<file path="src/sv/bu8v_pkg.sv">
`timescale 1ns / 1ps
// ----------------------------------------------------------------------------
// bu8v_pkg
// Shared types and constants of the bounded utf-8 text validator.
// ----------------------------------------------------------------------------
package bu8v_pkg;

  localparam int BYTE_W   = 8;
  localparam int REASON_W = 4;
  localparam int CP_W     = 21;

  localparam logic [BYTE_W-1:0] CAP_RESET  = 8'd32;
  localparam logic [BYTE_W-1:0] COUNT_MAX  = 8'hFF;
  localparam logic [BYTE_W-1:0] CHAR_SPACE = 8'h20;
  localparam logic [BYTE_W-1:0] CHAR_NUL   = 8'h00;

  localparam logic [CP_W-1:0] CP_MAX      = 21'h10FFFF;
  localparam logic [CP_W-1:0] CP_SURR_LO  = 21'h00D800;
  localparam logic [CP_W-1:0] CP_SURR_HI  = 21'h00DFFF;
  localparam logic [CP_W-1:0] CP_C0_END   = 21'h000020;
  localparam logic [CP_W-1:0] CP_DEL      = 21'h00007F;
  localparam logic [CP_W-1:0] CP_C1_HI    = 21'h00009F;
  localparam logic [CP_W-1:0] CP_MIN_W2   = 21'h000080;
  localparam logic [CP_W-1:0] CP_MIN_W3   = 21'h000800;
  localparam logic [CP_W-1:0] CP_MIN_W4   = 21'h010000;

  localparam logic [2:0] SEQ_W1 = 3'd1;
  localparam logic [2:0] SEQ_W2 = 3'd2;
  localparam logic [2:0] SEQ_W3 = 3'd3;
  localparam logic [2:0] SEQ_W4 = 3'd4;

  typedef enum logic [REASON_W-1:0] {
    R_OK       = 4'd0,
    R_EMPTY    = 4'd1,
    R_LONG     = 4'd2,
    R_SPACE    = 4'd3,
    R_LEAD     = 4'd4,
    R_CONT     = 4'd5,
    R_OVERLONG = 4'd6,
    R_RANGE    = 4'd7,
    R_CONTROL  = 4'd8
  } reason_t;

  typedef struct packed {
    logic                text_valid;
    logic [REASON_W-1:0] fault_reason;
    logic [BYTE_W-1:0]   text_length;
  } result_t;

endpackage

</file>
<file path="src/sv/bu8v_if.sv">
`timescale 1ns / 1ps
// ----------------------------------------------------------------------------
// bu8v_in_if / bu8v_out_if
// Valid/ready channels carrying text bytes in and verdicts out.
// ----------------------------------------------------------------------------
interface bu8v_in_if
  import bu8v_pkg::*;
();
  logic              valid;
  logic              ready;
  logic [BYTE_W-1:0] text_byte;

  modport source (output valid, output text_byte, input ready);
  modport sink   (input valid, input text_byte, output ready);
endinterface

interface bu8v_out_if
  import bu8v_pkg::*;
();
  logic                valid;
  logic                ready;
  logic                text_valid;
  logic [REASON_W-1:0] fault_reason;
  logic [BYTE_W-1:0]   text_length;

  modport source (output valid, output text_valid, output fault_reason,
                  output text_length, input ready);
  modport sink   (input valid, input text_valid, input fault_reason,
                  input text_length, output ready);
endinterface

</file>
<file path="src/sv/bounded_utf8_text_validator.sv">
`timescale 1ns / 1ps
// ----------------------------------------------------------------------------
// bounded_utf8_text_validator
// Checks a zero-terminated byte string for length, edge spaces, strict
// utf-8 and control characters, and reports one verdict per string.
// ----------------------------------------------------------------------------
// Usage:
//   in_chan carries one text byte per transfer; a zero byte ends the text.
//   out_chan carries one verdict (text_valid, fault_reason, text_length) per
//   terminator, nothing for other bytes. cfg_wr_en/cfg_wr_data write the
//   text capacity, by the user only while the block is idle (not enforced).
// Timing:
//   one byte per cycle sustained while in_chan.ready is high; the decode
//   of a byte is short combinational logic between the per-text state
//   registers and the result register (or the skid entry when it is held).
// Reset:
//   rst_n (synchronous) clears the text state and the valid flags of both
//   result stages and sets the capacity to 32.
// Stall:
//   a result register plus one skid entry sit on the output; bytes keep
//   flowing while one verdict waits, and in_chan.ready drops only once a
//   second verdict is held in the skid entry.
// ----------------------------------------------------------------------------
module bounded_utf8_text_validator
  import bu8v_pkg::*;
(
  input  logic              clk,
  input  logic              rst_n,
  input  logic              cfg_wr_en,
  input  logic [BYTE_W-1:0] cfg_wr_data,
  bu8v_in_if.sink           in_chan,
  bu8v_out_if.source        out_chan
);

  // text state
  logic [BYTE_W-1:0] cap_r;
  logic [BYTE_W-1:0] byte_count_r, byte_count_nxt;
  logic [1:0]        bytes_pending_r, bytes_pending_nxt;
  logic [2:0]        seq_width_r, seq_width_nxt;
  logic [CP_W-1:0]   code_accum_r, code_accum_nxt;
  reason_t           first_fault_r, first_fault_nxt;
  logic              first_space_r, first_space_nxt;
  logic              last_space_r, last_space_nxt;

  // output stages
  logic    out_valid_r, skid_valid_r;
  result_t out_data_r, skid_data_r;
  result_t res;
  reason_t reason;

  logic              in_fire, out_fire, is_term, is_space;
  logic [BYTE_W-1:0] b;
  logic [CP_W-1:0]   cp_full;
  logic [1:0]        pend_dec;
  reason_t           cp_res;

  function automatic reason_t check_point(logic [CP_W-1:0] cp, logic [2:0] w);
    if ((w == SEQ_W2 && cp < CP_MIN_W2) || (w == SEQ_W3 && cp < CP_MIN_W3) ||
        (w == SEQ_W4 && cp < CP_MIN_W4))
      return R_OVERLONG;
    if (cp > CP_MAX || (cp >= CP_SURR_LO && cp <= CP_SURR_HI))
      return R_RANGE;
    if (cp < CP_C0_END || (cp >= CP_DEL && cp <= CP_C1_HI))
      return R_CONTROL;
    return R_OK;
  endfunction

  assign b        = in_chan.text_byte;
  assign in_fire  = in_chan.valid && in_chan.ready;
  assign out_fire = out_valid_r && out_chan.ready;
  assign is_term  = (b == CHAR_NUL);
  assign is_space = (b == CHAR_SPACE);
  assign in_chan.ready = !skid_valid_r;

  assign cp_full  = {code_accum_r[CP_W-7:0], b[5:0]};
  assign pend_dec = bytes_pending_r - 2'd1;

  // verdict at the terminator
  always_comb begin
    if (byte_count_r >= cap_r) begin
      reason = R_LONG;
    end else if (byte_count_r == '0) begin
      reason = R_EMPTY;
    end else if (first_space_r || last_space_r) begin
      reason = R_SPACE;
    end else if (first_fault_r != R_OK) begin
      reason = first_fault_r;
    end else if (bytes_pending_r != 2'd0) begin
      reason = R_CONT;
    end else begin
      reason = R_OK;
    end
    res.text_valid   = (reason == R_OK);
    res.fault_reason = reason;
    res.text_length  = byte_count_r;
  end

  // per-byte state update and utf-8 decode
  always_comb begin
    byte_count_nxt    = byte_count_r;
    bytes_pending_nxt = bytes_pending_r;
    seq_width_nxt     = seq_width_r;
    code_accum_nxt    = code_accum_r;
    first_fault_nxt   = first_fault_r;
    first_space_nxt   = first_space_r;
    last_space_nxt    = last_space_r;
    cp_res            = R_OK;

    if (is_term) begin
      byte_count_nxt    = '0;
      bytes_pending_nxt = '0;
      seq_width_nxt     = '0;
      code_accum_nxt    = '0;
      first_fault_nxt   = R_OK;
      first_space_nxt   = 1'b0;
      last_space_nxt    = 1'b0;
    end else begin
      if (byte_count_r == '0) begin
        first_space_nxt = is_space;
      end
      last_space_nxt = is_space;
      if (byte_count_r != COUNT_MAX) begin
        byte_count_nxt = byte_count_r + 8'd1;
      end

      // decoding stops after the first fault
      if (first_fault_r == R_OK) begin
        if (bytes_pending_r != 2'd0) begin
          if (b[7:6] != 2'b10) begin
            first_fault_nxt   = R_CONT;
            bytes_pending_nxt = '0;
            seq_width_nxt     = '0;
            code_accum_nxt    = '0;
          end else if (pend_dec == 2'd0) begin
            cp_res            = check_point(cp_full, seq_width_r);
            first_fault_nxt   = cp_res;
            bytes_pending_nxt = '0;
            seq_width_nxt     = '0;
            code_accum_nxt    = '0;
          end else begin
            bytes_pending_nxt = pend_dec;
            code_accum_nxt    = cp_full;
          end
        end else begin
          case (b) inside
            [8'h01:8'h7F]: begin
              cp_res          = check_point({13'd0, b}, SEQ_W1);
              first_fault_nxt = cp_res;
            end
            [8'hC2:8'hDF]: begin
              code_accum_nxt    = {16'd0, b[4:0]};
              seq_width_nxt     = SEQ_W2;
              bytes_pending_nxt = 2'd1;
            end
            [8'hE0:8'hEF]: begin
              code_accum_nxt    = {17'd0, b[3:0]};
              seq_width_nxt     = SEQ_W3;
              bytes_pending_nxt = 2'd2;
            end
            [8'hF0:8'hF4]: begin
              code_accum_nxt    = {18'd0, b[2:0]};
              seq_width_nxt     = SEQ_W4;
              bytes_pending_nxt = 2'd3;
            end
            default: begin
              first_fault_nxt = R_LEAD;
            end
          endcase
        end
      end
    end
  end

  always_ff @(posedge clk) begin
    if (!rst_n) begin
      cap_r           <= CAP_RESET;
      byte_count_r    <= '0;
      bytes_pending_r <= '0;
      seq_width_r     <= '0;
      code_accum_r    <= '0;
      first_fault_r   <= R_OK;
      first_space_r   <= 1'b0;
      last_space_r    <= 1'b0;
    end else begin
      if (cfg_wr_en) begin
        cap_r <= cfg_wr_data;
      end
      if (in_fire) begin
        byte_count_r    <= byte_count_nxt;
        bytes_pending_r <= bytes_pending_nxt;
        seq_width_r     <= seq_width_nxt;
        code_accum_r    <= code_accum_nxt;
        first_fault_r   <= first_fault_nxt;
        first_space_r   <= first_space_nxt;
        last_space_r    <= last_space_nxt;
      end
    end
  end

  // result register with one skid entry behind it
  always_ff @(posedge clk) begin
    if (!rst_n) begin
      out_valid_r  <= 1'b0;
      skid_valid_r <= 1'b0;
    end else if (!out_valid_r || out_fire) begin
      if (skid_valid_r) begin
        out_valid_r  <= 1'b1;
        skid_valid_r <= 1'b0;
      end else begin
        out_valid_r <= in_fire && is_term;
      end
    end else if (in_fire && is_term) begin
      skid_valid_r <= 1'b1;
    end
  end

  always_ff @(posedge clk) begin
    if (!out_valid_r || out_fire) begin
      out_data_r <= skid_valid_r ? skid_data_r : res;
    end else if (in_fire && is_term) begin
      skid_data_r <= res;
    end
  end

  assign out_chan.valid        = out_valid_r;
  assign out_chan.text_valid   = out_data_r.text_valid;
  assign out_chan.fault_reason = out_data_r.fault_reason;
  assign out_chan.text_length  = out_data_r.text_length;

  // checks
  a_skid_behind_out: assert property (@(posedge clk) disable iff (!rst_n)
    skid_valid_r |-> out_valid_r)
    else $error("skid entry held while result register empty");

  a_term_clears: assert property (@(posedge clk) disable iff (!rst_n)
    (in_fire && is_term) |=> (byte_count_r == '0 && bytes_pending_r == 2'd0))
    else $error("text state not cleared after terminator");

  a_pending_width: assert property (@(posedge clk) disable iff (!rst_n)
    (bytes_pending_r != 2'd0) |-> (seq_width_r > {1'b0, bytes_pending_r}))
    else $error("pending count exceeds sequence width");

  a_verdict_match: assert property (@(posedge clk) disable iff (!rst_n)
    out_valid_r |-> (out_data_r.text_valid == (out_data_r.fault_reason == R_OK)))
    else $error("verdict disagrees with reason code");

endmodule

</file>
<file path="src/flat_wrapper.sv">
// flat-port wrapper written by rule: the top's interface ports become plain ports
module bounded_utf8_text_validator_flat import bu8v_pkg::*;
  (clk, rst_n, cfg_wr_en, cfg_wr_data, in_chan_valid, in_chan_text_byte, in_chan_ready, out_chan_valid, out_chan_text_valid, out_chan_fault_reason, out_chan_text_length, out_chan_ready);
  bu8v_in_if in_chan_i ();
  bu8v_out_if out_chan_i ();
  input  logic clk;
  input  logic rst_n;
  input  logic cfg_wr_en;
  input  logic [BYTE_W-1:0] cfg_wr_data;
  input wire logic [$bits(in_chan_i.valid)-1:0] in_chan_valid;
  input wire logic [$bits(in_chan_i.text_byte)-1:0] in_chan_text_byte;
  output wire logic [$bits(in_chan_i.ready)-1:0] in_chan_ready;
  output wire logic [$bits(out_chan_i.valid)-1:0] out_chan_valid;
  output wire logic [$bits(out_chan_i.text_valid)-1:0] out_chan_text_valid;
  output wire logic [$bits(out_chan_i.fault_reason)-1:0] out_chan_fault_reason;
  output wire logic [$bits(out_chan_i.text_length)-1:0] out_chan_text_length;
  input wire logic [$bits(out_chan_i.ready)-1:0] out_chan_ready;
  assign in_chan_i.valid = in_chan_valid;
  assign in_chan_i.text_byte = in_chan_text_byte;
  assign in_chan_ready = in_chan_i.ready;
  assign out_chan_valid = out_chan_i.valid;
  assign out_chan_text_valid = out_chan_i.text_valid;
  assign out_chan_fault_reason = out_chan_i.fault_reason;
  assign out_chan_text_length = out_chan_i.text_length;
  assign out_chan_i.ready = out_chan_ready;
  bounded_utf8_text_validator u_core (.clk(clk), .rst_n(rst_n), .cfg_wr_en(cfg_wr_en), .cfg_wr_data(cfg_wr_data), .in_chan(in_chan_i), .out_chan(out_chan_i));
endmodule
</file>
<file path="config.mk">
export PLATFORM = sky130hd
export DESIGN_NAME = bounded_utf8_text_validator_flat
export DESIGN_NICKNAME = d
export VERILOG_FILES = /design/src/sv/bu8v_pkg.sv /design/src/sv/bu8v_if.sv /design/src/sv/bounded_utf8_text_validator.sv /design/src/flat_wrapper.sv
export SDC_FILE = /design/constraint.sdc
export NUM_CORES = 1
export LEC_CHECK = 0
export ABC_AREA = 0
export CAP_MARGIN = 20
export CORE_ASPECT_RATIO = 0.9
export CORE_MARGIN = 3
export CORE_UTILIZATION = 59
export CTS_BUF_LIST = sky130_fd_sc_hd__clkbuf_8
export CTS_CLUSTER_DIAMETER = 200
export DETAILED_ROUTE_END_ITERATION = 16
export DONT_BUFFER_PORTS = 1
export PLACE_DENSITY = 0.8
export SYNTH_ARGS = -nofsm -noshare
export SYNTH_HDL_FRONTEND = slang
export SYNTH_SLANG_ARGS = --single-unit
export TNS_END_PERCENT = 10
</file>
<file path="constraint.sdc">
create_clock -name clk -period 1.9 [get_ports clk]
set_input_delay 0 -clock clk [delete_from_list [all_inputs] [get_ports clk]]
set_output_delay 0 -clock clk [all_outputs]
set_load 0.01 [all_outputs]
</file>
Word level (Yosys, flattened, before mapping)
Cells that the tools add are included.
- bits of input ports: 21
- word-level logic and storage cells: 174
- bits in registers: 70
- eq/ne operators: 11
- add/subtract/negate cells: 2
- bitwise gates (word level): 2
- reductions and logical operators: 40
- mux-type cells: 82
- $lt $le $gt $ge: 21
- operators by type and width (kind ; number):
    15-bit two-way mux ; 9
    4-bit two-way mux ; 21
    8-bit less-or-equal comparator (second input constant) ; 4
    1-bit two-way mux ; 30
    3-bit two-way mux ; 10
    8-bit >= comparator (second input constant) ; 3
    21-bit by 16-bit >= comparator with 1-bit output (second input constant) ; 1
    21-bit by 7-bit >= comparator with 1-bit output (second input constant) ; 1
    21-bit > comparator (second input constant) ; 1
    21-bit by 16-bit less-or-equal comparator with 1-bit output (second input constant) ; 1
    21-bit by 8-bit less-or-equal comparator with 1-bit output (second input constant) ; 1
    21-bit by 12-bit less-than comparator with 1-bit output (second input constant) ; 1
    21-bit by 17-bit less-than comparator with 1-bit output (second input constant) ; 1
    21-bit by 6-bit less-than comparator with 1-bit output (second input constant) ; 1
    21-bit by 8-bit less-than comparator with 1-bit output (second input constant) ; 1
    2-bit two-way mux ; 9
    8-bit zero test ; 2
    8-bit two-way mux ; 2
    1-bit logical AND ; 13
    13-bit two-way mux ; 1
    4-bit by 1-bit inequality test with 1-bit output (second input constant) ; 3
    8-bit by 1-bit adder with 8-bit output (second input constant) ; 1
    8-bit by 6-bit == test with 1-bit output (second input constant) ; 1
    8-bit by 1-bit >= comparator with 1-bit output (second input constant) ; 1
    24 further kinds ; 39

Longest topological paths before layout
Gate-level depths: netlist of the first run.
- depth in word-level cells: 31
- gate-level depth with buffers: 8
- mapped depth without buffers: 7

Least setup slack after synthesis of the first run
No wires, ideal clock.
- path type: in2reg
- from: input port in_chan_text_byte[1]
- to: register u_core.skid_data_r[0] in the netlist's numbering, enable pin
- data required time: 1518 ps
- arrival: 1730 ps
- stages on the path: 5
- setup slack: -213 ps
- setup time: 382 ps
- cells stage by stage: or4_4 > nor4b_4 > buf_4 > nand2_1 > nor2_1
- word-level cells in the longest chain between the ends: 3
- ends and longest elaborated chain (item ; RTL line ; text):
    start, declared ; flat_wrapper.sv:11 ; input wire logic [$bits(in_chan_i.text_byte)-1:0] in_chan_text_byte;
    8-bit zero test ; bounded_utf8_text_validator.sv:71 ; assign is_term = (b == CHAR_NUL);
    1-bit logical AND ; bounded_utf8_text_validator.sv:220 ; end else if (in_fire && is_term) begin
    2-bit AND reduction (no line) ; - ;
    end signal, assigned ; bounded_utf8_text_validator.sv:221 ; skid_data_r <= res;
    end, declared ; bounded_utf8_text_validator.sv:47 ; result_t out_data_r, skid_data_r;
Every way passes these cells.
A chain may end at the register's enable or synchronous reset.

Worst setup path in the final report of the first run
- from: register u_core.byte_count_r[0]
- to: register u_core.out_data_r (netlist bit u_core.out_chan.text_valid) (data pin)
- word-level cells in the longest chain between the ends: 5
- ends and longest elaborated chain (item ; RTL line ; text):
    start, declared ; bounded_utf8_text_validator.sv:37 ; logic [BYTE_W-1:0] byte_count_r, byte_count_nxt;
    start signal, assigned ; bounded_utf8_text_validator.sv:189 ; byte_count_r <= byte_count_nxt;
    parallel branches: the longest is 2 deep, another holds 8-bit >= comparator ; - ;
    4-bit two-way mux (*) ; bounded_utf8_text_validator.sv:80 ; if (byte_count_r >= cap_r) begin
    4-bit zero test (*) ; bounded_utf8_text_validator.sv:93 ; res.text_valid = (reason == R_OK);
    13-bit two-way mux (*) ; bounded_utf8_text_validator.sv:219 ; out_data_r <= skid_valid_r ? skid_data_r : res;
    end signal, assigned ; bounded_utf8_text_validator.sv:219 ;
    end, declared ; bounded_utf8_text_validator.sv:47 ;
Mark *: on every way between the ends.

==> results of run 1 <==
-- power by group through the flow --
stage          clock (mW)  sequential (mW)  combinational [mW]
3_3_place_gp            0             1.72               0.604
3_5_place_dp            0             1.72               0.621
5_1_grt              1.26             1.70               0.841
4_1_cts              1.21             1.68               0.708
6_report             1.19             1.69               0.771
2_1_floorplan           0             1.71               0.487
-- cell usage in the layout, fill, tap and decap left out, types with 12 or more instances in the layout --
cell           synthesis  routed
dlygate4sd3_1          1      25
mux2i_1               27      27
nor2_1                18      16
buf_4                  2      36
dfxtp_1               44      38
edfxtp_1              26      26
nor2b_1               13      13
o21ai_0               13      12
inv_1                 17      16
nand2_1               59      59
-- per-layer routing --
metal  routed length [um]  track usage [%]
met5                    0                0
met2                 4320             41.5
met4                  171             9.52
met3                  370             5.88
met1                 3810             33.3
-- metrics by stage --
step / setup WS [ns] / instance area (um2) / instances / setup TNS [ns] / total power, mW
final: -0.0491 / 4410 / 493 / -0.0544 / 3.65
after detailed placement: -0.168 / 3800 / 449 / -0.465 / 2.34
after floorplan: -0.00785 / 3590 / 361 / -0.102 / 2.20
after global routing: -0.0870 / 4410 / 493 / -0.205 / 3.80
after CTS: -0.00183 / 4300 / 491 / -0.00362 / 3.61
after global placement: -0.00397 / 3800 / 449 / -0.00515 / 2.32
-- worst min-delay path by stage --
stage / startpoint / to / slack [ns] / cells past startpoint
5_1_grt: in_chan_text_byte[6] / u_core.first_fault_r[1] / 0.02 / 4
3_5_place_dp: rst_n / u_core.cap_r[5] / 0.11 / 1
2_1_floorplan: cfg_wr_data[5] / u_core.cap_r[5] / 0.13 / 2
4_1_cts: in_chan_text_byte[6] / u_core.first_fault_r[1] / 0.009 / 4
3_3_place_gp: rst_n / u_core.cap_r[5] / 0.11 / 1
6_report: in_chan_text_byte[6] / u_core.first_fault_r[1] / -0.004 / 4
-- synth_stat cells (all sizes together) (5+ instances only) --
master,instances,area [um2]
o211ai,5,37.5
buf,7,80.1
nand2,60,241
clkbuf,6,22.5
nor4,7,43.8
inv,17,63.8
mux2i,27,270
nand3,5,25.0
nand4,6,37.5
nand2b,7,43.8
dfxtp,44,881
a21oi,8,40.0
edfxtp,26,781
nor2,19,73.8
nor3,12,60.1
mux2,6,67.6
nor2b,13,81.3
ha,12,150
o21ai,14,70.1
-- worst reg2reg max path, cell delays in order (launching register included) --
cell,delay [ns]
dfxtp_1,0.34
inv_1,0.07
ha_1,0.33
o21ai_2,0.16
a21oi_1,0.10
o311a_4,0.39
o41ai_4,0.36
-- timing repair --
item                                    in CTS  in global routing
pin swaps                                    2                  7
endpoints found under the setup margin       6                 34
endpoints found under the hold margin       44                  0
setup buffers                                0                  2
hold buffers                                26                  0
resized for setup                            6                 22
-- kinds of logic after synthesis --
| kind of cell | Yosys count |
|---|---|
| AND/OR/NAND/NOR | 148 |
| multiplexers | 33 |
| AO/OA/AOI/OAI | 60 |
| adder cells (fa/ha/maj) | 12 |
| XOR/XNOR | 5 |
| buffers and inverters | 33 |
| flip-flops | 70 |
-- flip-flops by register name, summed over array words and instances (netlist names), 3 cells and up --
register and count:
u_core.out_chan.text_length 8, u_core.code_accum_r 15, u_core.byte_count_r 8, u_core.seq_width_r 3, u_core.skid_data_r 13, u_core.cap_r 8
u_core.first_fault_r 4, u_core.out_chan.fault_reason 4
-- layout make-up --
type	count	area share [%]
sequential	70	37.8
clock buffer	9	2.81
inverter	17	1.45
tap	70	1.99
clock inverter	7	1.62
multi-input combinational	258	42.0
timing repair buffer	62	12.3
==> results.toml, run 1 <==
[worst_setup_path]
start_kind = "register"
cp_slowest_cell = "o311a_4"
crit_chain = "inv_1, ha_1, o21ai_2, a21oi_1, o311a_4, o41ai_4"
cp.required_ns = 2.06
timing.rr.start = "u_core.byte_count_r[0]"
path_max_fanout = 8
rrSetupSlack_ns = -0.05
critical_path_buf_inv_count = 1
rr_worst_depth = 6
cp_slowest_stage_delay_ns = 0.39
end_kind = "register"
cp_data_arrival_time_ns = 2.11
r2r-end = "u_core.out_chan.text_valid"
cp-endpoint = "u_core.out_chan.text_valid"
critPathTopFamily = "compound AO/OA/AOI/OAI gates"
crit_start = "u_core.byte_count_r[0]"
crit_type = "register to register"
cp.depth = 6

[logic_synthesis]
synth_top_family_by_area = "simple AND/OR/NAND/NOR gates"
ys_ff_latch = 70
synth-simple-area-share_pct = 21.4
yosysSeqAreaShare_pct = 46.3
synth_xor_area_share_pct = 1.22
yosysWarnings = 0
synth-async-reset-ratio_pct = 0
synth-edff-count = 26
synth_compound_area_share_pct = 12.0
syn_avg_cell_area_um2 = 9.95
postSynthCellCount = 361
synthAdderAreaFrac_pct = 4.18
synth_top_flop_cell = "dfxtp_1"
synth_area_um2 = 3590
syn-num-nets = 394
synth_mux_area_share_pct = 9.41
yosysUniqueCellTypes = 61

[route]
ant_nets = 0
wl_um = 8670
avgViaCountPerCell = 6.15
vias = 3032
routedWlPerCell_um = 17.6
drt_pass1_iterations = 4
route.detailed.drc = 0
first_iter_violations = 283

[timing]
clock_skew_ns = 0.00931
period_needed_ns = 1.95
hold_viol = 1
rsz0062_at_grt = "true"
period_share_pct = 103
whs_ns = -0.00407
slew_viol_final = 0
fin_ws_ns = -0.0491
relSlewSlack_pct = 69.2
max_freq_ghz = 0.513
setup_viol = 2
worst_slew_pin_slew_ns = 0.460

[final_layout]
multi_input_area_um2 = 1850
syn_to_final_growth_pct = 22.8
drive_above_1_share_pct = 22.0
fillCellCount = 363
ff_latch_area_um2 = 1670
n_antenna_cell = 0
final_core_util_pct = 76.2
fin_nets = 451

[pwr]
p_seq_share_pct = 46.2
p_leak_nw = 1.82
switchingPower_mw = 1.04
p_per_area_nw_per_um2 = 828
power.share.combinational_pct = 21.1
ir_drop_uv = 435
swShare_pct = 28.6
p_int_mw = 2.61
p_clk_share_pct = 32.6

[clock_network]
clk_latency_ns = 0.35
cts-root-buf = "clkbuf_8"
cts_tree = "done"
clk_pin_slew_ns = 0.08
ctsHtreeMaxLevel = 3
max-clock-path-buffers = 2
cts_made_buffers = 9
cts.sinks = 70

[floorplan]
design.portCount = 36
dieHeight_um = 80.0
core_area_um2 = 5790
fp-row-count = 26
fp.dieArea_um2 = 7060
start_util_pct = 62.0
fp.dieW_um = 88.2

[run_status]
violations = "hold timing, setup timing"
status = "finished with violations"

[grt]
groute.usage.overall_pct = 25.7
grt_antenna_before_repair = 0
grt_pass1_vias = 2878
grt-ovfl-total = 0
grt_max_degree = 49
grt_pass1_wl_um = 13900

[placement]
dp_hpwl_um = 5440
place_congestion = 0.905
port-buffer-count = 0

[flow_run]
max_cap_viol_count = 0

[hold_path]
hold_path.class = "primary input to register"
No activity file was read; power rests on OpenSTA's default activity.
==> inputs of run 2 (changes only) <==
--- a/config.mk
+++ b/config.mk
@@ -7,7 +7,6 @@
 export LEC_CHECK = 0
 export ABC_AREA = 0
 export CAP_MARGIN = 20
-export CORE_ASPECT_RATIO = 0.9
 export CORE_MARGIN = 3
 export CORE_UTILIZATION = 59
 export CTS_BUF_LIST = sky130_fd_sc_hd__clkbuf_8
==> run 2 against run 1 <==
  * The flow finishes with violations (setup timing)
  * Die area is essentially flat
  * Non-clock buffer count shrank 4
  * Combinational power shrank 2.7%
  * Cell area shrank 1.2%
  * Worst setup slack gained 0.038 ns
  * Largest power group unchanged
==> results.toml, run 2 (synthesis results as in run 1) <==
[route]
avgViaCountPerCell = 6.03
routedWlPerCell_um = 17.1
vias = 2965
route.detailed.drc = 0
met3_length_um = 359
met1Wirelength_um = 3680
ant_nets = 0
wl_um = 8430
drt_pass1_iterations = 4
dr.max_layer_used = "met4"
wl_met2_um = 4180
first_iter_violations = 172

[grt]
grt_antenna_before_repair = 1
grt_pass1_vias = 2921
grt-ovfl-total = 0
groute.usage.overall_pct = 24.4
grt_max_degree = 49
grt_pass1_wl_um = 13800

[timing]
clock_skew_ns = 0.00967
fin_ws_ns = -0.0113
max_freq_ghz = 0.523
period_share_pct = 101
period_needed_ns = 1.91
whs_ns = 0.000686
tns_ns = -0.0113
setup_viol = 1
rsz0062_at_grt = "true"
worst_slew_pin_slew_ns = 0.485
slew_viol_final = 0
hold_viol = 0
relSlewSlack_pct = 67.4

[worst_setup_path]
crit_start = "u_core.cap_r[5]"
timing.rr.start = "u_core.cap_r[5]"
r2r-end = "u_core.skid_data_r[12]"
end_kind = "register"
cp.required_ns = 2.08
start_kind = "register"
rrSetupSlack_ns = -0.01
crit_chain = "inv_1, ha_1, a211oi_2, nand2_1, o311a_4, buf_4, nor3_1"
cp-endpoint = "u_core.skid_data_r[12]"
cp_data_arrival_time_ns = 2.09
rr_worst_depth = 7
crit_type = "register to register"
cp_slowest_cell = "o311a_4"
cp_slowest_stage_delay_ns = 0.39
path_max_fanout = 7

[clock_network]
cts.sinks = 70
ctsHtreeMaxLevel = 3
cts_made_buffers = 9
clk_pin_slew_ns = 0.07
max-clock-path-buffers = 2
cts-root-buf = "clkbuf_8"
clk_latency_ns = 0.34
postCtsSetupRepairBufs = 0
cts_tree = "done"

[placement]
place_congestion = 0.890
dpl_cell_area_um2 = 3790
dp_hpwl_um = 5380
dp_slack_ns = -0.0825
dp_cells = 449
port-buffer-count = 0

[pwr]
swShare_pct = 27.6
p_per_area_nw_per_um2 = 813
p_int_mw = 2.57
p_leak_nw = 1.81
p_clk_share_pct = 31.2
p_seq_share_pct = 47.7
power.share.combinational_pct = 21.1
p_total_mw = 3.54
ir_drop_uv = 610
switchingPower_uw = 977

[floorplan]
dieHeight_um = 84.0
fp.dieArea_um2 = 7060
fp.dieW_um = 84.0
core_area_um2 = 5710
fp-row-count = 27
start_util_pct = 62.9
design.portCount = 36

[hold_path]
hold_path.class = "primary input to register"
min_from = "in_chan_text_byte[6]"

[final_layout]
largest_reg_flops = 15
fin_nets = 447
fillCellCount = 370
final_common_cell = "nand2_1"
fin_cells = 492
final_cell_mix = "59 x nand2_1, 39 x dfxtp_1, 32 x buf_4, 27 x mux2i_1, 26 x edfxtp_1"
regMostFlops = "u_core.code_accum_r"
drive_above_1_share_pct = 19.6
multi_input_area_um2 = 1840
final_core_util_pct = 76.4
design_area_um2 = 4360
reg_top3 = "u_core.code_accum_r x15, u_core.skid_data_r x13"
ff_latch_area_um2 = 1670
syn_to_final_growth_pct = 21.4

[run_status]
status = "finished with violations"
violations = "setup timing"

[flow_run]
max_cap_viol_count = 0
-- run 2: cell types whose count changed in the layout (fill, tap and decap cells not counted), moves of 2 or more --
cell      change
inv_1         +5
dfxtp_2       -2
buf_4         -4
inv_6         -2
clkinv_2      -2
-- run 2: final cells by class --
class / instances / area share (%)
diodes: 1 / 0.0574
clock buffers: 9 / 2.84
multi-input cells: 258 / 42.3
flip-flops and latches: 70 / 38.3
inverters: 17 / 1.46
repair buffers: 58 / 11.7
clock inverters: 7 / 1.23
well taps: 72 / 2.07
-- run 2: worst min path at each step --
stage	endpoint	slack (ns)	cells past startpoint
6_report	u_core.first_fault_r[1]	0.0007	4
3_5_place_dp	u_core.cap_r[5]	0.11	1
2_1_floorplan	u_core.cap_r[5]	0.13	2
5_1_grt	u_core.first_fault_r[1]	0.02	4
3_3_place_gp	u_core.cap_r[5]	0.11	1
4_1_cts	u_core.bytes_pending_r[1]	0.003	4
-- run 2: worst max-delay path, delay by kind of cell (launching register included) --
family | cells | cell delay [ns]
flip-flops | 1 | 0.31
adder cells (fa/ha/maj) | 1 | 0.30
AND/OR/NAND/NOR | 2 | 0.31
buffers and inverters | 2 | 0.22
AO/OA/AOI/OAI | 2 | 0.60
-- run 2: metal layers --
layer	up-vias	global-route usage, %
li1	1423	-
met1	1429	30.4
met2	94	40.3
met3	19	4.54
met4	0	12.1
met5	-	0
-- run 2: power groups by stage --
stage	Sequential [mW]	Clock, mW	Combinational, mW
2_1_floorplan	1.71	0	0.487
3_3_place_gp	1.72	0	0.592
6_report	1.69	1.11	0.750
3_5_place_dp	1.72	0	0.605
5_1_grt	1.70	1.19	0.814
4_1_cts	1.69	1.11	0.685
-- run 2: repair_timing --
| action | CTS | global route |
|---|---|---|
| pin swaps | 0 | 6 |
| hold buffers | 26 | 0 |
| hold endpoints to repair | 44 | 0 |
| gates resized for setup | 3 | 24 |
| setup endpoints to repair | 9 | 27 |
